$ cat src/sv/hps_pkg.sv
// Package for the histogram peak spread block: beat types, controller states,
// command and status structs. No dependencies.
package hps_pkg;

  localparam int LEVELS    = 256;
  localparam int LVL_W     = 8;
  localparam int COUNT_W   = 21;
  localparam int SPREAD_W  = 22;
  localparam int SQ_W      = 41;
  localparam int TERM_W    = 46;
  localparam int ACC_W     = 48;
  localparam int DEN_W     = 42;
  localparam int FRAC_W    = 16;
  localparam int SIDE_TERMS = 5;
  localparam int DIV_STEPS = 22;
  localparam logic [LVL_W-1:0] HIGH_EDGE = 8'd250;
  localparam logic [LVL_W-1:0] LOW_EDGE  = 8'd5;

  typedef struct packed {
    logic [7:0] pixel;
    logic       last;
  } pix_in_t;

  typedef struct packed {
    logic [21:0] spread;
    logic [7:0]  peak_level;
    logic [20:0] peak_count;
    logic        empty_res;
  } res_t;

  typedef enum logic [3:0] {
    ST_CLEAR, ST_IDLE, ST_INC, ST_SCAN, ST_SCAN_END, ST_TRD, ST_TSQ,
    ST_TACC, ST_DEN, ST_DINIT, ST_DIV, ST_DONE
  } state_t;

  typedef enum logic [1:0] {
    ADDR_PIX, ADDR_STEP, ADDR_UP, ADDR_LO
  } addr_src_t;

  typedef struct packed {
    addr_src_t  addr_src;
    logic [7:0] step;
    logic [2:0] d;
    logic       accept;
    logic       clr_we;
    logic       inc;
    logic       clr_total;
    logic       scan_rd;
    logic       sq_cp;
    logic       sq_ld;
    logic       acc_add;
    logic       acc_clr;
    logic       div_init;
    logic       div_step;
  } ctl_cmd_t;

  typedef struct packed {
    logic last;
    logic empty;
    logic up_en;
    logic lo_en;
  } dp_status_t;

endpackage

$ cat src/sv/hps_ctrl.sv
// Controller state machine for the histogram peak spread block.
// Depends on hps_pkg.
module hps_ctrl import hps_pkg::*; (
  input  logic       clk,
  input  logic       rst,
  input  logic       start,
  input  dp_status_t status,
  output ctl_cmd_t   cmd,
  output logic       busy,
  output logic       result_valid
);

  state_t     state, state_next;
  logic [7:0] step, step_next;
  logic [3:0] t;
  logic       t_up, t_en;

  // term index: first the upper side, then the lower side
  assign t    = step[3:0];
  assign t_up = (t < 4'(SIDE_TERMS));
  assign t_en = t_up ? status.up_en : status.lo_en;

  always_ff @(posedge clk) begin
    if (rst) begin
      state <= ST_CLEAR;
      step  <= '0;
    end else begin
      state <= state_next;
      step  <= step_next;
    end
  end

  always_comb begin
    state_next   = state;
    step_next    = step;
    cmd          = '0;
    cmd.addr_src = ADDR_STEP;
    cmd.step     = step;
    cmd.d        = t_up ? 3'(t + 4'd1) : 3'(t - 4'd4);
    busy         = 1'b1;
    result_valid = 1'b0;
    unique case (state)
      ST_CLEAR: begin
        cmd.clr_we    = 1'b1;
        cmd.clr_total = 1'b1;
        cmd.acc_clr   = 1'b1;
        step_next     = step + 8'd1;
        if (step == 8'(LEVELS - 1)) begin
          state_next = ST_IDLE;
        end
      end
      ST_IDLE: begin
        busy         = 1'b0;
        cmd.addr_src = ADDR_PIX;
        if (start) begin
          cmd.accept = 1'b1;
          state_next = ST_INC;
        end
      end
      ST_INC: begin
        cmd.addr_src = ADDR_PIX;
        cmd.inc      = 1'b1;
        step_next    = '0;
        state_next   = status.last ? ST_SCAN : ST_IDLE;
      end
      ST_SCAN: begin
        cmd.scan_rd = 1'b1;
        step_next   = step + 8'd1;
        if (step == 8'(LEVELS - 1)) begin
          state_next = ST_SCAN_END;
        end
      end
      ST_SCAN_END: begin
        step_next  = '0;
        state_next = ST_TRD;
      end
      ST_TRD: begin
        cmd.addr_src = t_up ? ADDR_UP : ADDR_LO;
        if (status.empty) begin
          state_next = ST_DONE;
        end else if (t_en) begin
          state_next = ST_TSQ;
        end else if (t == 4'(2 * SIDE_TERMS - 1)) begin
          state_next = ST_DEN;
        end else begin
          step_next = step + 8'd1;
        end
      end
      ST_TSQ: begin
        cmd.sq_ld  = 1'b1;
        state_next = ST_TACC;
      end
      ST_TACC: begin
        cmd.acc_add = 1'b1;
        if (t == 4'(2 * SIDE_TERMS - 1)) begin
          state_next = ST_DEN;
        end else begin
          step_next  = step + 8'd1;
          state_next = ST_TRD;
        end
      end
      ST_DEN: begin
        cmd.sq_ld  = 1'b1;
        cmd.sq_cp  = 1'b1;
        state_next = ST_DINIT;
      end
      ST_DINIT: begin
        cmd.div_init = 1'b1;
        step_next    = '0;
        state_next   = ST_DIV;
      end
      ST_DIV: begin
        cmd.div_step = 1'b1;
        step_next    = step + 8'd1;
        if (step == 8'(DIV_STEPS - 1)) begin
          state_next = ST_DONE;
        end
      end
      ST_DONE: begin
        result_valid = 1'b1;
        step_next    = '0;
        state_next   = ST_CLEAR;
      end
      default: begin
        state_next = ST_CLEAR;
      end
    endcase
  end

endmodule

$ cat config.mk
export PLATFORM = sky130hd
export DESIGN_NAME = hps_ctrl
export DESIGN_NICKNAME = d
export VERILOG_FILES = /design/src/sv/hps_pkg.sv /design/src/sv/hps_ctrl.sv
export SDC_FILE = /design/constraint.sdc
export NUM_CORES = 1
export LEC_CHECK = 0
export ABC_CLOCK_PERIOD_IN_PS = 3060
export BUFFER_PORTS_ARGS = -buffer_cell sky130_fd_sc_hd__buf_4
export CAP_MARGIN = 5
export CORE_ASPECT_RATIO = 1.1
export CORE_MARGIN = 2
export CORE_UTILIZATION = 56
export DETAILED_ROUTE_END_ITERATION = 16
export PLACE_DENSITY = 0.85
export SLEW_MARGIN = 10
export SYNTH_ARGS = -nofsm -noshare
export SYNTH_HDL_FRONTEND = slang
export SYNTH_SLANG_ARGS = --single-unit
$ cat constraint.sdc
create_clock -name clk -period 3.06 [get_ports clk]
set_input_delay 0.153 -clock clk [delete_from_list [all_inputs] [get_ports clk]]
set_output_delay 0.153 -clock clk [all_outputs]
set_load 0.02 [all_outputs]
Yosys cells after proc, flatten, opt, wreduce, memory -nomap -nowiden
Cells that the tools add are included.
- flip-flop bits (word level): 12
- word-level logic and storage cells: 65
- input port bits: 7
- output and inout bits: 26
- $lt $le $gt $ge: 1
- mux-type cells: 30
- reduce and logical (&&, ||, !) cells: 8
- add/subtract/negate cells: 3
- equal/unequal tests: 21
- operator list (cell ; number):
    $pmux 4 s11 ; 1
    $mux 4 ; 8
    $pmux 8 s4 ; 1
    $mux 8 ; 3
    $eq 4x4->1 const B ; 5
    $eq 4x3->1 const B ; 4
    $mux 1 ; 14
    $ne 2x2->1 const B ; 6
    $add 8x1->8 const B ; 1
    $eq 4x2->1 const B ; 2
    $eq 8x5->1 const B ; 1
    $eq 8x8->1 const B ; 1
    $reduce_and 5->1 ; 1
    $eq 4x1->1 const B ; 1
    $logic_not 4->1 ; 1
    $lt 4x3->1 const B ; 1
    $ne 4x4->1 const B ; 1
    $pmux 2 s2 ; 1
    $reduce_bool 4->1 ; 1
    $reduce_or 2->1 ; 2
    $reduce_or 4->1 ; 1
    $add 3x1->3 const B ; 1
    $mux 3 ; 1
    $reduce_and 3->1 ; 1
    3 further kinds ; 3

Depth between registers and ports, before layout
- word-level depth: 5
- gate-level depth with buffers: 8
- mapped depth without buffers: 7

Least setup slack after synthesis
OpenSTA, ideal clock, no wires.
- kind: register to output
- from: register state[1]
- to: output cmd[7] (netlist name)
- data required time: 2.907 ns
- buffers on the path: 3
- slack: 1.103 ns
- arrival: 1.804 ns
- stages on the path, launching flop included: 5
- path through: dfxtp_1 -> buf_4 -> clkbuf_1 -> nor4_1 -> buf_4
- RTL lines (element ; RTL line ; text):
    from (decl) ; hps_ctrl.sv:13 ; state_t state, state_next;
    from (signal assigned) ; hps_ctrl.sv:28 ; state <= state_next;
    to (decl) ; hps_ctrl.sv:8 ; output ctl_cmd_t cmd,

Final worst setup path
- from: register step[0]
- to: register step[6]
- word-level cells in the longest chain between the ends: 5
- elaborated cells on any way between the ends: 10
- those cells by class: add/sub: 1; order compare: 1; eq/ne: 2; mux: 5; reduce/logical: 1
- RTL lines (element ; RTL line ; text):
    from (decl) ; hps_ctrl.sv:14 ; logic [7:0] step, step_next;
    from (signal assigned) ; hps_ctrl.sv:29 ; step <= step_next;
    $add 8x1->8 or $eq 4x4->1 (tied branches) ; -- ;
    $mux 8 ; hps_ctrl.sv:83, hps_ctrl.sv:95 ;
    $mux 8 ; hps_ctrl.sv:81 ; end else if (t_en) begin
    $mux 8 ; hps_ctrl.sv:79 ; if (status.empty) begin
    $pmux 8 s4 ; hps_ctrl.sv:42 ; unique case (state)
Several ways; a longest one is shown, not always the timed one. The select of a mux whose other input is x is not followed.
A chain may end at the register's enable or synchronous reset.

==> flow_summary_export.csv <==
group,metric,value,unit
outcome,status,"completed",
worst_hold_path,holdPathStages,2,
worst_setup_path,required,3280,ps
synth,synth-seq-area-share,0.205,
route,finalWirelength,2700,µm
sta,whs,130,ps
clock_network,cts_sinks,12,
global_routing,met1_usage,0.274,
worst_setup_path,start_kind,"flop",
synth,ys_warn_count,0,
place,portBuffers,32,
global_routing,grt_use_total,0.244,
sta,slew_violations,0,
worst_setup_path,worst_r2r_endpoint,"step[6]",
clock_network,clk_pin_slew,80,ps
global_routing,grt_util_met2,0.408,
power,p_per_area,461,mW/mm²
clock_network,tritoncts,"built",
synth,yosysMostFrequentCell,"nand2_1",
clock_network,numCtsBuffers,3,
sta,finalClockSkew,0.595,ps
synth,synth-edff-count,0,
global_routing,antenna_found_initial,0,
clock_network,cts_hold_buffers,0,
synth,ys_ff_latch,12,
synth,netlist_area,0.00117,mm²
worst_hold_path,whs_endpoint,"step[1]",
clock_network,cts_resized,0,
route,drt_first_iter_violations,17,
route,vias,1170,
floorplanning,dieArea,0.00248,mm²
global_routing,top_usage_layer,"met2",
global_routing,use_met3,0.0625,
synth,synth_commonest_cells,"16 x nand2_1, 14 x nor2_1, 12 x dfxtp_1",
synth,synth_top_area_frac,0.205,
synth,ys_types,48,
sta,setup_tns,0,ps
sta,final.period_utilization,0.723,
floorplanning,die_w,47.7,µm
synth,yosys.area.top_type,"dfxtp_1",
sta,tightestPinTransition,678,ps
floorplanning,fp.dieH,52.0,µm
worst_hold_path,worstHoldStart,"rst",
synth,syn_avg_cell_area,7.67,µm²
route,antenna_left,0,
worst_setup_path,arrival,2430,ps
synth,synth_nets,163,
layout,nets,188,
route,vias_per_cell,5.71,
sta,setup_viol,0,
layout,fill_cells,192,
place,pre_cts_slack,915,ps
clock_network,htreeDepth,1,
worst_setup_path,critPathMaxFanout,11,
route,remaining_drc_errors,0,
worst_setup_path,reg2reg_from,"step[0]",
floorplanning,start_util,0.587,
floorplanning,placementRows,17,
clock_network,cts_root_buffer,"clkbuf_4",
synth,async_flop_share,0,
worst_setup_path,reg2reg_depth,7,
clock_network,clockBufferDepth,2,
floorplanning,io_pins,33,
layout,diodes,0,
flow_run,cap_violations,0,
sta,fmax,0.452,GHz
sta,maxSlewHeadroom,0.547,
power,p_leak,0.578,nW
worst_setup_path,crit_type,"reg -> reg",
worst_setup_path,cp-end-kind,"flop",
worst_setup_path,regToRegSetupSlack,850,ps
clock_network,post_cts_buffers,0,
sta,timing.final.ws_setup,846,ps
layout,final_core_util,0.687,
place,gp_congestion,0.848,
synth,synthTopCellsByArea,"dfxtp_1 20%, mux2i_1 6.0%, nand2_1 5.1%",
clock_network,worstSkewPairLatency,280,ps
sta,rsz0062_at_grt,"no",
sta,fin_crit,2210,ps
global_routing,grt_pass1_wl,4290,µm
power,ir_worst_vdd,0.413,mV
layout,area_delta_synth_final,17.1,%
global_routing,grt_max_degree,22,
place,dpl.hpwl,2030,µm
global_routing,overflow,0,
route,wl_per_cell,13.2,µm
synth,syn_inst,153,
layout,drive_gt1_frac,0.277,
synth,synth_top_flop_cell,"dfxtp_1",
global_routing,grt_pass1_vias,1008,
route,dr.pass1.iters,4,
power,p_total,0.633,mW
worst_hold_path,hold_path.class,"in -> reg",
floorplanning,core,0.00200,mm²
sta,hold_viol,0,
[worst max path at each step]
| stage | depth (start not counted) | slack [ps] | end | from |
|---|---|---|---|---|
| 2_1_floorplan | 4 | 1100 | cmd[7] | state[1] |
| 5_1_grt | 7 | 720 | step[7] | step[0] |
| 4_1_cts | 7 | 880 | step[6] | step[0] |
| 3_3_place_gp | 7 | 970 | step[2] | step[0] |
| 3_5_place_dp | 7 | 920 | step[5] | step[0] |
| 6_report | 7 | 850 | step[6] | step[0] |
[power breakdown]
part	internal (mW)	leakage (nW)	total, mW	switching [mW]
Clock	0.0725	0.0210	0.129	0.0564
Sequential	0.170	0.0973	0.203	0.0329
Combinational	0.136	0.460	0.302	0.165
[state kept, by name (all words and copies together) (netlist names)]
signal and cells:
step 8, state 4
[routing by layer]
metal / share of wire / wire (µm)
met5: 0 / 0
met4: 0.020 / 55
met3: 0.061 / 166
met2: 0.50 / 1350
met1: 0.42 / 1130
[per-stage QoR]
| stage | std cells | area (µm²) |
|---|---|---|
| final | 205 | 1370 |
| after global routing | 205 | 1370 |
| after CTS | 205 | 1370 |
| after detailed placement | 201 | 1340 |
| after global placement | 201 | 1340 |
| after floorplan | 153 | 1170 |
[layout by cell type (no fill, tap or decap), types with 2 or more instances in the layout]
master,n
inv_1,8
nor3_1,9
o21ai_0,7
dfxtp_1,12
mux2i_1,7
clkbuf_4,3
o31ai_1,2
ha_1,3
a211o_1,2
xnor2_1,3
nand3_1,5
nor2_1,14
a211oi_1,5
a21oi_1,8
buf_4,34
nand3b_1,2
nand2b_1,6
nand2_1,16
or3_1,4
nor3b_1,2
[logic make-up (layout without fill, tap and decap cells)]
| group | Yosys count | count (layout) | share of synthesized area |
|---|---|---|---|
| buf+inv | 22 | 46 | 0.133 |
| flops | 12 | 12 | 0.205 |
| compound gates | 33 | 33 | 0.194 |
| simple gates | 71 | 71 | 0.337 |
| xor+xnor | 4 | 4 | 0.0299 |
| fa+ha+maj | 3 | 3 | 0.0320 |
| mux | 8 | 8 | 0.0693 |
[worst max-delay path: stages (launching register included)]
cell and delay (ps):
dfxtp_1 400, inv_1 120, ha_1 220, nand2b_1 170, a21oi_2 170, nand4_1 360, a211oi_1 490, mux2i_1 220
[layout make-up]
cell class / instances / area (µm²) / area share
well taps: 28 / 35.0 / 0.0255
clock buffers: 4 / 36.3 / 0.0264
flip-flops and latches: 12 / 240 / 0.175
repair buffers: 34 / 255 / 0.186
multi-input cells: 119 / 777 / 0.566
inverters: 8 / 30.0 / 0.0219
Power figures use the tool's default switching activity.
